$ cat config.mk
export PLATFORM = sky130hd
export DESIGN_NAME = crc16_delimited_frame_encoder_unit
export DESIGN_NICKNAME = d
export VERILOG_FILES = /design/src/rtl/core/crcdfe_pkg.sv /design/src/rtl/core/crcdfe_burst_buffer.sv /design/src/rtl/core/crc16_delimited_frame_encoder_unit.sv
export VERILOG_INCLUDE_DIRS = /design/src /design/src/rtl/core
export SDC_FILE = /design/constraint.sdc
export NUM_CORES = 1
export LEC_CHECK = 0
export ABC_AREA = 1
export ABC_CLOCK_PERIOD_IN_PS = 9900
export BUFFER_PORTS_ARGS = -buffer_cell sky130_fd_sc_hd__buf_2
export CORE_MARGIN = 4
export CORE_UTILIZATION = 40
export DETAILED_ROUTE_END_ITERATION = 7
export PLACE_DENSITY = 0.66
export SYNTH_ARGS = -nofsm -noshare
export SYNTH_HDL_FRONTEND = slang
export SYNTH_SLANG_ARGS = --single-unit
$ cat constraint.sdc
create_clock -name clock -period 9.9 [get_ports clock]
set_input_delay 1.98 -clock clock [delete_from_list [all_inputs] [get_ports clock]]
set_output_delay 1.98 -clock clock [all_outputs]
set_load 0.02 [all_outputs]
$ cat src/rtl/core/crc16_delimited_frame_encoder_unit_macros.svh
// assertion macros shared by the frame encoder files
`ifndef CRC16_DELIMITED_FRAME_ENCODER_UNIT_MACROS_SVH
`define CRC16_DELIMITED_FRAME_ENCODER_UNIT_MACROS_SVH

// same-cycle implication
`define CRCDFE_ASSERT_NOW(label, clk, rst, ante, cons, msg) \
   label: assert property (@(posedge clk) disable iff (rst) (ante) |-> (cons)) \
      else $error(msg);

// next-cycle implication
`define CRCDFE_ASSERT_NEXT(label, clk, rst, ante, cons, msg) \
   label: assert property (@(posedge clk) disable iff (rst) (ante) |=> (cons)) \
      else $error(msg);

`endif

$ cat src/rtl/core/crcdfe_pkg.sv
package crcdfe_pkg;

   localparam int BYTE_W      = 8;
   localparam int CRC_W       = 16;
   localparam int MAX_BURST   = 5;
   localparam int BURST_CNT_W = $clog2(MAX_BURST + 1);
   localparam int CSR_INDEX_W = 8;

   localparam logic [CRC_W-1:0]  CRC_POLY    = 16'h1021;
   localparam logic [CRC_W-1:0]  CRC_INIT    = 16'h0000;
   localparam logic [CRC_W-1:0]  CRC_TOP_BIT = 16'h8000;
   localparam logic [BYTE_W-1:0] START_RESET = 8'h7e;
   localparam logic [BYTE_W-1:0] END_RESET   = 8'h7f;

   // configuration register indexes
   typedef enum logic [CSR_INDEX_W-1:0] {
      CSR_START_DELIM = 8'd0,
      CSR_END_DELIM   = 8'd1
   } csr_index_type;

   // burst of line bytes handed to the output buffer, entry 0 goes first
   typedef struct packed {
      logic                               valid;
      logic [BURST_CNT_W-1:0]             count;
      logic [MAX_BURST-1:0][BYTE_W-1:0]   bytes;
   } burst_type;

   // bytewise crc-16/xmodem update, msb first
   function automatic logic [CRC_W-1:0] crc_add_byte(input logic [CRC_W-1:0] crc,
                                                     input logic [BYTE_W-1:0] data);
      logic [CRC_W-1:0] c;
      c = crc ^ {data, {(CRC_W - BYTE_W){1'b0}}};
      for (int k = 0; k < BYTE_W; k++) begin
         if ((c & CRC_TOP_BIT) != '0) begin
            c = {c[CRC_W-2:0], 1'b0} ^ CRC_POLY;
         end else begin
            c = {c[CRC_W-2:0], 1'b0};
         end
      end
      return c;
   endfunction

endpackage

$ cat src/rtl/core/crcdfe_burst_buffer.sv
`include "crc16_delimited_frame_encoder_unit_macros.svh"

module crcdfe_burst_buffer (
   input  logic                            clock,
   input  logic                            reset,
   input  crcdfe_pkg::burst_type           load,
   input  logic                            take,
   output logic                            free,
   output logic                            head_valid,
   output logic [crcdfe_pkg::BYTE_W-1:0]   head_byte,
   output logic                            head_last
);

   logic [crcdfe_pkg::BURST_CNT_W-1:0]                       count_ff, count_in;
   logic [crcdfe_pkg::MAX_BURST-1:0][crcdfe_pkg::BYTE_W-1:0] bytes_ff, bytes_in;

   // head of the burst drives the output beat
   assign head_valid = (count_ff != '0);
   assign head_byte  = bytes_ff[0];
   assign head_last  = (count_ff == crcdfe_pkg::BURST_CNT_W'(1));
   assign free       = (count_ff == '0) || (head_last && take);

   // load a new burst or shift out one byte per taken beat
   always_comb begin
      count_in = count_ff;
      bytes_in = bytes_ff;
      if (load.valid) begin
         count_in = load.count;
         bytes_in = load.bytes;
      end else if (head_valid && take) begin
         count_in = count_ff - crcdfe_pkg::BURST_CNT_W'(1);
         for (int i = 0; i < crcdfe_pkg::MAX_BURST - 1; i++) begin
            bytes_in[i] = bytes_ff[i+1];
         end
         bytes_in[crcdfe_pkg::MAX_BURST-1] = '0;
      end
   end

   always_ff @(posedge clock) begin
      if (reset) begin
         count_ff <= '0;
      end else begin
         count_ff <= count_in;
      end
      bytes_ff <= bytes_in;
   end

   `CRCDFE_ASSERT_NOW(a_load_only_when_free, clock, reset, load.valid, free, "burst loaded over pending bytes")
   `CRCDFE_ASSERT_NOW(a_count_in_range, clock, reset, 1'b1, count_ff <= crcdfe_pkg::BURST_CNT_W'(crcdfe_pkg::MAX_BURST), "burst count out of range")
   `CRCDFE_ASSERT_NEXT(a_stalled_head_holds, clock, reset, head_valid && !take, $stable(head_byte) && $stable(count_ff), "stalled beat changed")

endmodule

$ cat src/rtl/core/crc16_delimited_frame_encoder_unit.sv
// Frame encoder with CRC-16/XMODEM trailer. Payload bytes arrive one per beat
// on req_, with req_tlast on the final byte of a frame. The first byte of a
// frame goes out behind the start delimiter; after the last byte come the CRC
// (poly 0x1021, init 0, high byte first) and the end delimiter. Each input
// beat yields one to five output beats, and rsp_tlast marks the last of them.
// A middle byte yields one output beat and a one-byte frame five. The output
// side moves one byte per cycle while rsp_tready is high. An accepted beat
// sits in an input register and, once the output burst register is free, is
// expanded into a byte burst with the CRC update and loaded there, and its
// first output byte is shown from that register. A new beat can be taken into
// the input register while the previous burst is still draining, but waits
// there until the burst register is free. Delimiter writes on csr_ are taken
// every cycle and are used by beats expanded after the write.
`include "crc16_delimited_frame_encoder_unit_macros.svh"

module crc16_delimited_frame_encoder_unit (
   input  logic                                 clock,
   input  logic                                 reset,
   input  logic                                 req_tvalid,
   output logic                                 req_tready,
   input  logic [crcdfe_pkg::BYTE_W-1:0]        req_tdata,   // [7:0] payload_byte
   input  logic                                 req_tlast,   // frame_last
   output logic                                 rsp_tvalid,
   input  logic                                 rsp_tready,
   output logic [crcdfe_pkg::BYTE_W-1:0]        rsp_tdata,   // [7:0] line_byte
   output logic                                 rsp_tlast,   // run_last
   input  logic                                 csr_valid,
   output logic                                 csr_ready,
   input  logic [crcdfe_pkg::CSR_INDEX_W-1:0]   csr_index,
   input  logic [crcdfe_pkg::BYTE_W-1:0]        csr_data
);

   logic                              s1_valid_ff, s1_valid_in;
   logic [crcdfe_pkg::BYTE_W-1:0]     s1_byte_ff, s1_byte_in;
   logic                              s1_last_ff, s1_last_in;
   logic                              inside_ff, inside_in;
   logic [crcdfe_pkg::CRC_W-1:0]      crc_ff, crc_in;
   logic [crcdfe_pkg::BYTE_W-1:0]     start_delim_ff, start_delim_in;
   logic [crcdfe_pkg::BYTE_W-1:0]     end_delim_ff, end_delim_in;
   logic [crcdfe_pkg::CRC_W-1:0]      crc_next;
   logic                              s1_move;
   logic                              buf_free;
   crcdfe_pkg::burst_type             burst;

   assign csr_ready  = 1'b1;
   assign s1_move    = s1_valid_ff && buf_free;
   assign req_tready = !s1_valid_ff || s1_move;

   // delimiter registers
   always_comb begin
      start_delim_in = start_delim_ff;
      end_delim_in   = end_delim_ff;
      if (csr_valid && csr_ready) begin
         if (csr_index == crcdfe_pkg::CSR_START_DELIM) begin
            start_delim_in = csr_data;
         end else if (csr_index == crcdfe_pkg::CSR_END_DELIM) begin
            end_delim_in = csr_data;
         end
      end
   end

   // input register
   always_comb begin
      s1_valid_in = s1_valid_ff && !s1_move;
      s1_byte_in  = s1_byte_ff;
      s1_last_in  = s1_last_ff;
      if (req_tvalid && req_tready) begin
         s1_valid_in = 1'b1;
         s1_byte_in  = req_tdata;
         s1_last_in  = req_tlast;
      end
   end

   // crc update, restarting at a frame's first byte
   assign crc_next = crcdfe_pkg::crc_add_byte(inside_ff ? crc_ff : crcdfe_pkg::CRC_INIT,
                                              s1_byte_ff);

   // frame state
   always_comb begin
      inside_in = inside_ff;
      crc_in    = crc_ff;
      if (s1_move) begin
         if (s1_last_ff) begin
            inside_in = 1'b0;
            crc_in    = crcdfe_pkg::CRC_INIT;
         end else begin
            inside_in = 1'b1;
            crc_in    = crc_next;
         end
      end
   end

   // expand the item into its burst of line bytes
   always_comb begin
      burst       = '0;
      burst.valid = s1_move;
      if (!inside_ff) begin
         burst.bytes[0] = start_delim_ff;
         burst.bytes[1] = s1_byte_ff;
         if (s1_last_ff) begin
            burst.bytes[2] = crc_next[15:8];
            burst.bytes[3] = crc_next[7:0];
            burst.bytes[4] = end_delim_ff;
            burst.count    = crcdfe_pkg::BURST_CNT_W'(5);
         end else begin
            burst.count    = crcdfe_pkg::BURST_CNT_W'(2);
         end
      end else begin
         burst.bytes[0] = s1_byte_ff;
         if (s1_last_ff) begin
            burst.bytes[1] = crc_next[15:8];
            burst.bytes[2] = crc_next[7:0];
            burst.bytes[3] = end_delim_ff;
            burst.count    = crcdfe_pkg::BURST_CNT_W'(4);
         end else begin
            burst.count    = crcdfe_pkg::BURST_CNT_W'(1);
         end
      end
   end

   always_ff @(posedge clock) begin
      if (reset) begin
         s1_valid_ff    <= 1'b0;
         inside_ff      <= 1'b0;
         crc_ff         <= crcdfe_pkg::CRC_INIT;
         start_delim_ff <= crcdfe_pkg::START_RESET;
         end_delim_ff   <= crcdfe_pkg::END_RESET;
      end else begin
         s1_valid_ff    <= s1_valid_in;
         inside_ff      <= inside_in;
         crc_ff         <= crc_in;
         start_delim_ff <= start_delim_in;
         end_delim_ff   <= end_delim_in;
      end
      s1_byte_ff <= s1_byte_in;
      s1_last_ff <= s1_last_in;
   end

   // output burst register
   crcdfe_burst_buffer u_burst_buffer (
      .clock      (clock),
      .reset      (reset),
      .load       (burst),
      .take       (rsp_tready),
      .free       (buf_free),
      .head_valid (rsp_tvalid),
      .head_byte  (rsp_tdata),
      .head_last  (rsp_tlast)
   );

   `CRCDFE_ASSERT_NOW(a_crc_idle_outside_frame, clock, reset, !inside_ff, crc_ff == crcdfe_pkg::CRC_INIT, "crc not cleared outside a frame")
   `CRCDFE_ASSERT_NEXT(a_frame_closes, clock, reset, s1_move && s1_last_ff, !inside_ff, "frame still open after its last byte")
   `CRCDFE_ASSERT_NEXT(a_burst_shown, clock, reset, s1_move, rsp_tvalid, "expanded item shows no beat")

endmodule
==> flow_summary.json, run 1 <==
{
  "clockRootBuffer": "clkbuf_8",
  "max_freq_ghz": 0.2242,
  "rsz0062_at_grt": "false",
  "die_h_um": 110.9,
  "criticalPathCategory": "input port to output port",
  "ys.flop_type": "edfxtp_1",
  "setup_viol": 0,
  "syn-num-nets": 549,
  "clockBufferDepth": 2,
  "place.gp.congestion": 0.8389,
  "yosysWarnings": 0,
  "via_count": 3561,
  "outcome": "complete, no violations",
  "synth-async-reset-ratio_pct": 0,
  "endpoint_kind": "output port",
  "drc_errors": 0,
  "finalHoldViolCount": 0,
  "clkLatencyLatePin_ns": 0.36,
  "yosysTopAreaCell": "edfxtp_1",
  "postRouteAntennaNets": 0,
  "ys_ff_latch": 86,
  "start_util_pct": 40.99,
  "power.total_mw": 1.243,
  "syn_inst": 515,
  "fp.dieW_um": 110.9,
  "drv_cap": 0,
  "drtIter0Drc": 276,
  "tns_ns": 0,
  "cp.required_ns": 7.92,
  "io_buffers": 40,
  "grt_pass1_wl_um": 16350,
  "vdd_drop_max_mv": 0.1131,
  "htree_num_levels": 3,
  "wl_per_cell_um": 14.79,
  "core-area_um2": 10320,
  "numCtsBuffers": 9,
  "synthDominantCellAreaShare_pct": 34.77,
  "antenna_found_initial": 0,
  "cts_resized": 0,
  "fin_crit_sh_pct": 45.06,
  "cp_max_fo": 3,
  "cts_setup_buffers": 0,
  "first_global_vias": 3386,
  "io_pins": 42,
  "ys_seq_area_share_pct": 52.28,
  "synth_edf_count": 49,
  "grtUsageTotal_pct": 16.42,
  "grt_max_degree": 46,
  "leakage_nw": 2.006,
  "post-place-cells": 667,
  "dpl.hpwl_um": 6851,
  "syn-mean-instance-area_um2": 8.217,
  "die_area_um2": 12290,
  "num_rows": 37,
  "via_per_inst": 5.214,
  "synth_area_leaders": "edfxtp_1, dfxtp_1, nand2_1",
  "syn_to_final_growth_pct": 11.15,
  "min_period_ns": 4.461,
  "power_density_nw_per_um2": 264.3,
  "drive_above_1_share_pct": 13.89,
  "finalNonFillerCells": 683,
  "cts_sinks": 86,
  "cts_tree": "yes",
  "clk_pin_slew_ns": 0.08,
  "grt-ovfl-total": 0,
  "final_util_pct": 45.56,
  "diodes": 0,
  "worstPathArrival_ns": 2.48,
  "pre_cts_ws_ns": 5.434,
  "hold_buffers": 0,
  "ys_types": 31,
  "start_kind": "input port",
  "clock_skew_ns": 0.01130,
  "firstDrtPassIters": 5,
  "totalWireLength_um": 10100,
  "synth.cell_area_um2": 4232,
  "worst_pin_slew_ns": 0.6817,
  "max-slew-margin-rel_pct": 54.38,
  "reg2reg_from": "u_burst_buffer.count_ff[0]",
  "drv_slew": 0,
  "hp-class": "flop to flop",
  "crit_path_start": "rsp_tready",
  "hold_start": "end_delim_ff[7]",
  "fin_ws_ns": 5.439,
  "final_nets": 576
}
==> through the flow <==
stage	area (um^2)	hold WS [ns]
global placement	4456	0.4529
global route	4703	0.4861
detailed placement	4456	0.4606
finish	4703	0.4723
floorplan	4232	0.4305
CTS	4703	0.4727
==> final timing paths <==
kind | to | slack (ns) | cells past startpoint
max | req_tready | 5.44 | 4
min | end_delim_ff[7] | 0.47 | 2
max reg2reg | u_burst_buffer.head_byte[5] | 7.59 | 9
min reg2reg | end_delim_ff[7] | 0.47 | 2
==> metal layers <==
| layer | GRT usage (%) | up-vias | share of wire [%] |
|---|---|---|---|
| met2 | 26.98 | 119 | 47 |
| met4 | 6.240 | 0 | 2.3 |
| met5 | 0 | - | 0 |
| met3 | 3.002 | 14 | 6.8 |
| li1 | - | 1757 | - |
| met1 | 21.56 | 1671 | 44 |
==> cells by family after synthesis <==
family,share of synthesized area [%]
flip-flops,52.28
buffers and inverters,8.190
AND/OR/NAND/NOR,27.73
AO/OA/AOI/OAI,9.284
other,0.08862
adder cells (fa/ha/maj),1.183
XOR/XNOR,1.242
==> layout make-up <==
| cell class | instances | area, um^2 |
|---|---|---|
| clock buffer | 11 | 141.4 |
| clock inverter | 5 | 106.4 |
| inverter | 42 | 158.9 |
| tap | 136 | 170.2 |
| fill | 1023 | 5620 |
| sequential | 86 | 2212 |
| multi-input combinational | 359 | 1684 |
| timing repair buffer | 44 | 230.2 |
==> cell usage in the layout (no fill, tap or decap), types with 2 or more instances in the layout <==
cell and count:
o21ai_0 4, a21oi_4 2, nor3_1 3, buf_4 4, nand2_1 167, nand3_1 63
a22oi_1 3, o211ai_1 10, buf_2 40, dfxtp_1 37, inv_2 5, ha_1 4
o21ai_1 2, edfxtp_1 49, nand4_1 2, xor2_1 6, nor2_1 37, a31oi_1 4
a21oi_1 37, o22ai_1 4, or2_2 2, nand2_2 5, bufinv_16 3, clkbuf_8 10
inv_1 35
==> flip-flops by register name (all words and copies together) (netlist names) <==
signal	cells
crc_ff	16
end_delim_ff	8
inside_ff	1
s1_byte_ff	8
s1_last_ff	1
s1_valid_ff	1
start_delim_ff	8
u_burst_buffer.bytes_ff	32
u_burst_buffer.count_ff	3
u_burst_buffer.head_byte	8
==> Yosys cell counts, drive strengths merged, types with 6 or more instances <==
library cell  count
a21oi            39
buf              22
clkbuf            6
dfxtp            37
edfxtp           49
inv              40
nand2           173
nand3            64
nor2             37
o211ai           10
o21ai             6
xor2              6
==> worst max-delay path: stages <==
cell	delay (ns)
buf_2	0.10
nand3_2	0.11
nand3_1	0.12
buf_2	0.18
==> power breakdown <==
group | switching, mW | internal (mW)
Combinational | 0.256 | 0.115
Clock | 0.129 | 0.176
Sequential | 0.0364 | 0.531
No activity file was read; power rests on OpenSTA's default activity.
==> run 2, diff against run 1 <==
- ABC_CLOCK_PERIOD_IN_PS: 9900 -> 4400
- clock period: 9.9 -> 4.4 ns (I/O delays scaled with it)
==> run 2 against run 1 <==
Non-clock buffer count fell by 1; final cell count fell by 0.15%; sequential cell count did not move; sequential share of layout area rose by 0.67 points; critical path depth rose by 6; routed wire length rose by 1.2%; final area fell by 1.4%; register-to-register slack got worse by 5.8 ns; sequential power rose by 130%; setup slack got worse by 3.6 ns; first-iteration DRC count did not move; critical path type is now flop to flop; critical endpoint is now u_burst_buffer.bytes_ff[20]; largest cell class unchanged.
==> flow_summary.json, run 2 (synthesis gave the netlist of run 1 again) <==
{
  "outcome": "complete, no violations",
  "max-slew-margin-rel_pct": 22.95,
  "largest_reg_flops": 32,
  "cts_resized": 0,
  "io_pins": 42,
  "power_density_nw_per_um2": 575.4,
  "clock_power_share_pct": 20.4,
  "top_register": "u_burst_buffer.bytes_ff",
  "fin_ws_ns": 1.835,
  "dpl.hpwl_um": 7284,
  "r2r_cells": 10,
  "clockRootBuffer": "clkbuf_8",
  "htree_num_levels": 3,
  "fp.dieW_um": 110.9,
  "tns_ns": 0,
  "drive_above_1_share_pct": 13.74,
  "die_area_um2": 12290,
  "cts_sinks": 86,
  "grt-ovfl-total": 0,
  "max_freq_ghz": 0.3898,
  "clockBufferDepth": 2,
  "hp-class": "flop to flop",
  "drv_cap": 0,
  "final_nets": 575,
  "endpoint_kind": "flop",
  "hold_ws_ns": 0.4696,
  "via_count": 3520,
  "clkLatencyLatePin_ns": 0.37,
  "numCtsBuffers": 9,
  "grtUsageTotal_pct": 17.26,
  "clock_skew_ns": 0.01458,
  "criticalPathCategory": "flop to flop",
  "num_rows": 37,
  "antenna_found_initial": 0,
  "p_sw_mw": 0.9570,
  "totalWireLength_um": 10220,
  "final_common_cell": "nand2_1",
  "setup_viol": 0,
  "hold_buffers": 0,
  "cp.required_ns": 4.52,
  "grt_max_degree": 46,
  "drv_slew": 0,
  "firstDrtPassIters": 7,
  "drc_errors": 0,
  "cp_max_fo": 33,
  "reg2reg_from": "inside_ff",
  "start_util_pct": 40.99,
  "io_buffers": 40,
  "start_kind": "flop",
  "cts_setup_buffers": 0,
  "endpoint": "u_burst_buffer.bytes_ff[20]",
  "clk_pin_slew_ns": 0.09,
  "grt_pass1_wl_um": 17110,
  "drtIter0Drc": 276,
  "crit_path_start": "inside_ff",
  "r2r_slack_ns": 1.83,
  "power.share.switching_pct": 35.87,
  "diodes": 0,
  "leakage_nw": 1.977,
  "place.gp.congestion": 0.8352,
  "power_frac_comb_pct": 30.5,
  "rsz0062_at_grt": "false",
  "first_global_vias": 3373,
  "intPower_mw": 1.711,
  "cts_tree": "yes",
  "via_per_inst": 5.161,
  "postRouteAntennaNets": 0,
  "top_regs": "u_burst_buffer.bytes_ff: 32 flops, crc_ff: 16 flops",
  "worst_pin_slew_ns": 1.154,
  "finalHoldViolCount": 0,
  "wl_per_cell_um": 14.99,
  "worstPathArrival_ns": 2.69,
  "fin_crit_sh_pct": 58.30,
  "min_period_ns": 2.565,
  "pre_cts_ws_ns": 1.741,
  "vdd_drop_max_mv": 0.2243,
  "mostFrequentLayoutCells": "nand2_1, nand3_1, edfxtp_1, buf_2",
  "rr_endpoint": "u_burst_buffer.bytes_ff[20]",
  "die_h_um": 110.9,
  "seqPwrFrac_pct": 49.1,
  "core-area_um2": 10320,
  "syn_to_final_growth_pct": 9.580,
  "fillers": 1020
}
## run 2: power groups by stage
| stage | Combinational [mW] | Sequential (mW) | Clock [mW] |
|---|---|---|---|
| after detailed placement | 0.818 | 1.32 | 0 |
| after floorplan | 0.674 | 1.28 | 0 |
| after global placement | 0.796 | 1.32 | 0 |
| final | 0.813 | 1.31 | 0.545 |
| after CTS | 0.816 | 1.31 | 0.557 |
| after global routing | 0.912 | 1.33 | 0.595 |
## run 2: through the flow
stage	util [%]	std cells	cell area [um^2]	total power, mW
floorplan	-	515	4232	1.955
finish	44.92	682	4637	2.668
CTS	44.92	682	4637	2.680
global route	44.92	682	4637	2.837
global placement	43.09	666	4448	2.119
detailed placement	43.09	666	4448	2.141
## run 2: worst min path at each step
stage | from | depth (start not counted) | end | slack [ns]
final | crc_ff[1] | 2 | crc_ff[1] | 0.47
after CTS | crc_ff[1] | 2 | crc_ff[1] | 0.47
after global placement | crc_ff[3] | 2 | crc_ff[3] | 0.45
after global routing | crc_ff[3] | 2 | crc_ff[3] | 0.49
after detailed placement | crc_ff[1] | 2 | crc_ff[1] | 0.46
after floorplan | start_delim_ff[0] | 2 | start_delim_ff[0] | 0.43
## run 2: critical path: stages (launching register included)
cell and delay (ns):
dfxtp_1 1.10, buf_4 0.37, nand2_1 0.07, nand2_1 0.07
nand2_2 0.09, inv_2 0.10, nand2_1 0.07, nand2_1 0.12
nand3_1 0.16, nand3_1 0.11, a21oi_1 0.06
## run 2: layout make-up
| cell class | instances | area, um^2 | share of cell area [%] |
|---|---|---|---|
| Clock buffer | 9 | 123.9 | 2.671 |
| Clock inverter | 7 | 65.06 | 1.403 |
| Inverter | 42 | 158.9 | 3.427 |
| Multi-Input combinational cell | 359 | 1684 | 36.32 |
| Sequential cell | 86 | 2212 | 47.71 |
| Tap cell | 136 | 170.2 | 3.670 |
| Timing Repair Buffer | 43 | 222.7 | 4.803 |
## run 2: metal layers
metal,part of all wire (%),global-route usage [%],wire (um),up-vias
met5,0,0,0,-
met4,1.5,6.897,151,0
met3,6.4,3.876,658,11
met2,46,26.78,4721,109
met1,46,23.40,4692,1648
li1,-,-,-,1752
==> run 3, diff against run 2 <==
- ABC_AREA: 1 -> 0
- ABC_CLOCK_PERIOD_IN_PS: 4400 -> 2150
- PLACE_DENSITY: 0.66 -> 0.68
- clock period: 4.4 -> 2.15 ns (I/O delays scaled with it)
==> run 3 against run 2 <==
Clock power grew 140%; largest power group unchanged; register-to-register slack lost 1.6 ns; critical path type unchanged; setup slack lost 1.6 ns; first-iteration DRC count shrank 41%; routed wire length shrank 6.5%; sequential share of layout area shrank 2.4 points; die area grew 2.5%; worst hold slack lost 0.24 ns; combinational power grew 83%; synthesized area grew 2.7%; critical endpoint is now u_burst_buffer.bytes_ff[9]; highest routed layer unchanged.
==> flow_summary.json, run 3 <==
{
  "outcome": "complete, no violations",
  "io_pins": 42,
  "drive_above_1_share_pct": 19.60,
  "place.gp.congestion": 0.8102,
  "htree_num_levels": 3,
  "yosysWarnings": 0,
  "seqPwrFrac_pct": 46.2,
  "clockRootBuffer": "clkbuf_8",
  "via_count": 3010,
  "clk_pin_slew_ns": 0.09,
  "clkLatencyLatePin_ns": 0.37,
  "drtIter0Drc": 164,
  "totalWireLength_um": 9558,
  "largest_reg_flops": 32,
  "cts_sinks": 86,
  "post-place-cells": 574,
  "synth_top_cells_by_count": "edfxtp_1, nand2_1, o21ai_0, dfxtp_1, nor2_1",
  "finalNonFillerCells": 590,
  "firstDrtPassIters": 4,
  "top_register": "u_burst_buffer.bytes_ff",
  "synth_edf_count": 49,
  "die_h_um": 112.2,
  "r2r_cells": 6,
  "synth-async-reset-ratio_pct": 0,
  "setup_viol": 0,
  "vdd_drop_max_mv": 0.4001,
  "min_period_ns": 1.922,
  "drc_errors": 0,
  "ys.flop_type": "edfxtp_1",
  "yosysTopAreaCell": "edfxtp_1",
  "synth.cell_area_um2": 4347,
  "drv_slew": 0,
  "top_regs": "u_burst_buffer.bytes_ff: 32 flops, crc_ff: 16 flops",
  "clockBufferDepth": 2,
  "numCtsBuffers": 9,
  "via_per_inst": 5.102,
  "num_rows": 37,
  "finalHoldViolCount": 0,
  "r2r_slack_ns": 0.23,
  "diodes": 0,
  "final_nets": 483,
  "antenna_found_initial": 0,
  "ys_types": 42,
  "synthDominantCellAreaShare_pct": 33.85,
  "leakage_nw": 1.909,
  "crit_path_start": "u_burst_buffer.count_ff[0]",
  "hold_ws_ns": 0.2315,
  "tns_ns": 0,
  "synth_area_leaders": "edfxtp_1, dfxtp_1, xnor2_1",
  "cp_max_fo": 32,
  "max_freq_ghz": 0.5202,
  "cts_setup_buffers": 0,
  "final_common_cell": "edfxtp_1",
  "grtUsageTotal_pct": 15.58,
  "fin_crit_sh_pct": 89.41,
  "clock_skew_ns": 0.01156,
  "endpoint": "u_burst_buffer.bytes_ff[9]",
  "criticalPathCategory": "flop to flop",
  "ys_ff_latch": 86,
  "dpl.hpwl_um": 7160,
  "clock_power_share_pct": 25.1,
  "power_frac_comb_pct": 28.7,
  "ys_seq_area_share_pct": 50.89,
  "grt_pass1_wl_um": 15440,
  "cts_tree": "yes",
  "io_buffers": 40,
  "syn-mean-instance-area_um2": 10.35,
  "hold_buffers": 0,
  "first_global_vias": 2936,
  "power.share.switching_pct": 33.34,
  "grt_max_degree": 33,
  "rr_endpoint": "u_burst_buffer.bytes_ff[9]",
  "fp.dieW_um": 112.2,
  "rsz0062_at_grt": "false",
  "hp-class": "input port to flop",
  "wl_per_cell_um": 16.20,
  "core-area_um2": 10460,
  "syn-num-nets": 454,
  "p_sw_mw": 1.730,
  "syn_inst": 420,
  "reg2reg_from": "u_burst_buffer.count_ff[0]",
  "intPower_mw": 3.459,
  "drv_cap": 0,
  "postRouteAntennaNets": 0,
  "mostFrequentLayoutCells": "edfxtp_1, nand2_1, buf_2, o21ai_0, dfxtp_1",
  "max-slew-margin-rel_pct": 63.48,
  "endpoint_kind": "flop",
  "start_util_pct": 41.55,
  "worstPathArrival_ns": 2.02,
  "grt-ovfl-total": 0,
  "syn_to_final_growth_pct": 12.41,
  "start_kind": "flop",
  "die_area_um2": 12600,
  "cp.required_ns": 2.25,
  "worst_pin_slew_ns": 0.5477,
  "power_density_nw_per_um2": 1062
}
## run 3: worst min-delay path by stage
stage,startpoint,to,cells after the start
2_1_floorplan,crc_ff[0],crc_ff[0],2
3_3_place_gp,crc_ff[0],crc_ff[0],2
3_5_place_dp,crc_ff[0],crc_ff[0],2
4_1_cts,req_tdata[1],s1_byte_ff[1],1
5_1_grt,req_tdata[3],s1_byte_ff[3],1
6_report,req_tdata[0],s1_byte_ff[0],1
## run 3: kinds of logic (layout without fill, tap and decap cells)
family,after synthesis,count (layout),share of synthesized area (%)
other,1,1,0.08627
buffers and inverters,50,84,5.958
muxes,16,16,3.713
DFF,86,86,50.89
adders and majority gates,4,4,1.151
and+or+nand+nor,124,124,13.96
AOI/OAI and AO/OA,91,91,13.36
xor gates and xnor gates,48,48,10.88
## run 3: power by group through the flow
| stage | registers, mW | logic [mW] | clock network, mW |
|---|---|---|---|
| 5_1_grt | 2.44 | 1.64 | 1.40 |
| 3_5_place_dp | 2.44 | 1.48 | 0 |
| 4_1_cts | 2.40 | 1.49 | 1.32 |
| 2_1_floorplan | 2.36 | 1.16 | 0 |
| 3_3_place_gp | 2.42 | 1.45 | 0 |
| 6_report | 2.40 | 1.49 | 1.30 |
## run 3: timing repair
item,CTS,global route
hold endpoints to repair,0,0
endpoints found under the setup margin,0,9
gates resized for setup,0,3
## run 3: final cells by class
cell class                      count  area (um^2)
Multi-Input combinational cell    284         1883
Fill cell                         998         5577
Clock buffer                       11        162.7
Tap cell                          136        170.2
Sequential cell                    86         2212
Inverter                           12        45.04
Timing Repair Buffer               56        345.3
Clock inverter                      5        67.56
## run 3: through the flow
stage | worst slack, ns | instance area, um^2 | utilization (%) | power, mW
global placement | 0.1965 | 4651 | 44.45 | 3.876
detailed placement | 0.09557 | 4651 | 44.45 | 3.920
floorplan | 0.1180 | 4347 | - | 3.521
CTS | 0.07465 | 4881 | 46.65 | 5.211
finish | 0.2278 | 4886 | 46.70 | 5.189
global route | 0.06771 | 4886 | 46.70 | 5.472
## run 3: routing by layer
| metal | track usage [%] | wire length, um |
|---|---|---|
| met1 | 21.03 | 4344 |
| met2 | 24.51 | 4551 |
| met3 | 3.827 | 424 |
| met4 | 5.449 | 238 |
| met5 | 0 | 0 |
## run 3: worst max-delay path, cell delays in order, from the launching register on
cell and delay (ns):
dfxtp_1 0.37, inv_1 0.09, ha_1 0.24, a21o_1 0.19, nand2_2 0.28, buf_4 0.35
o21ai_0 0.15
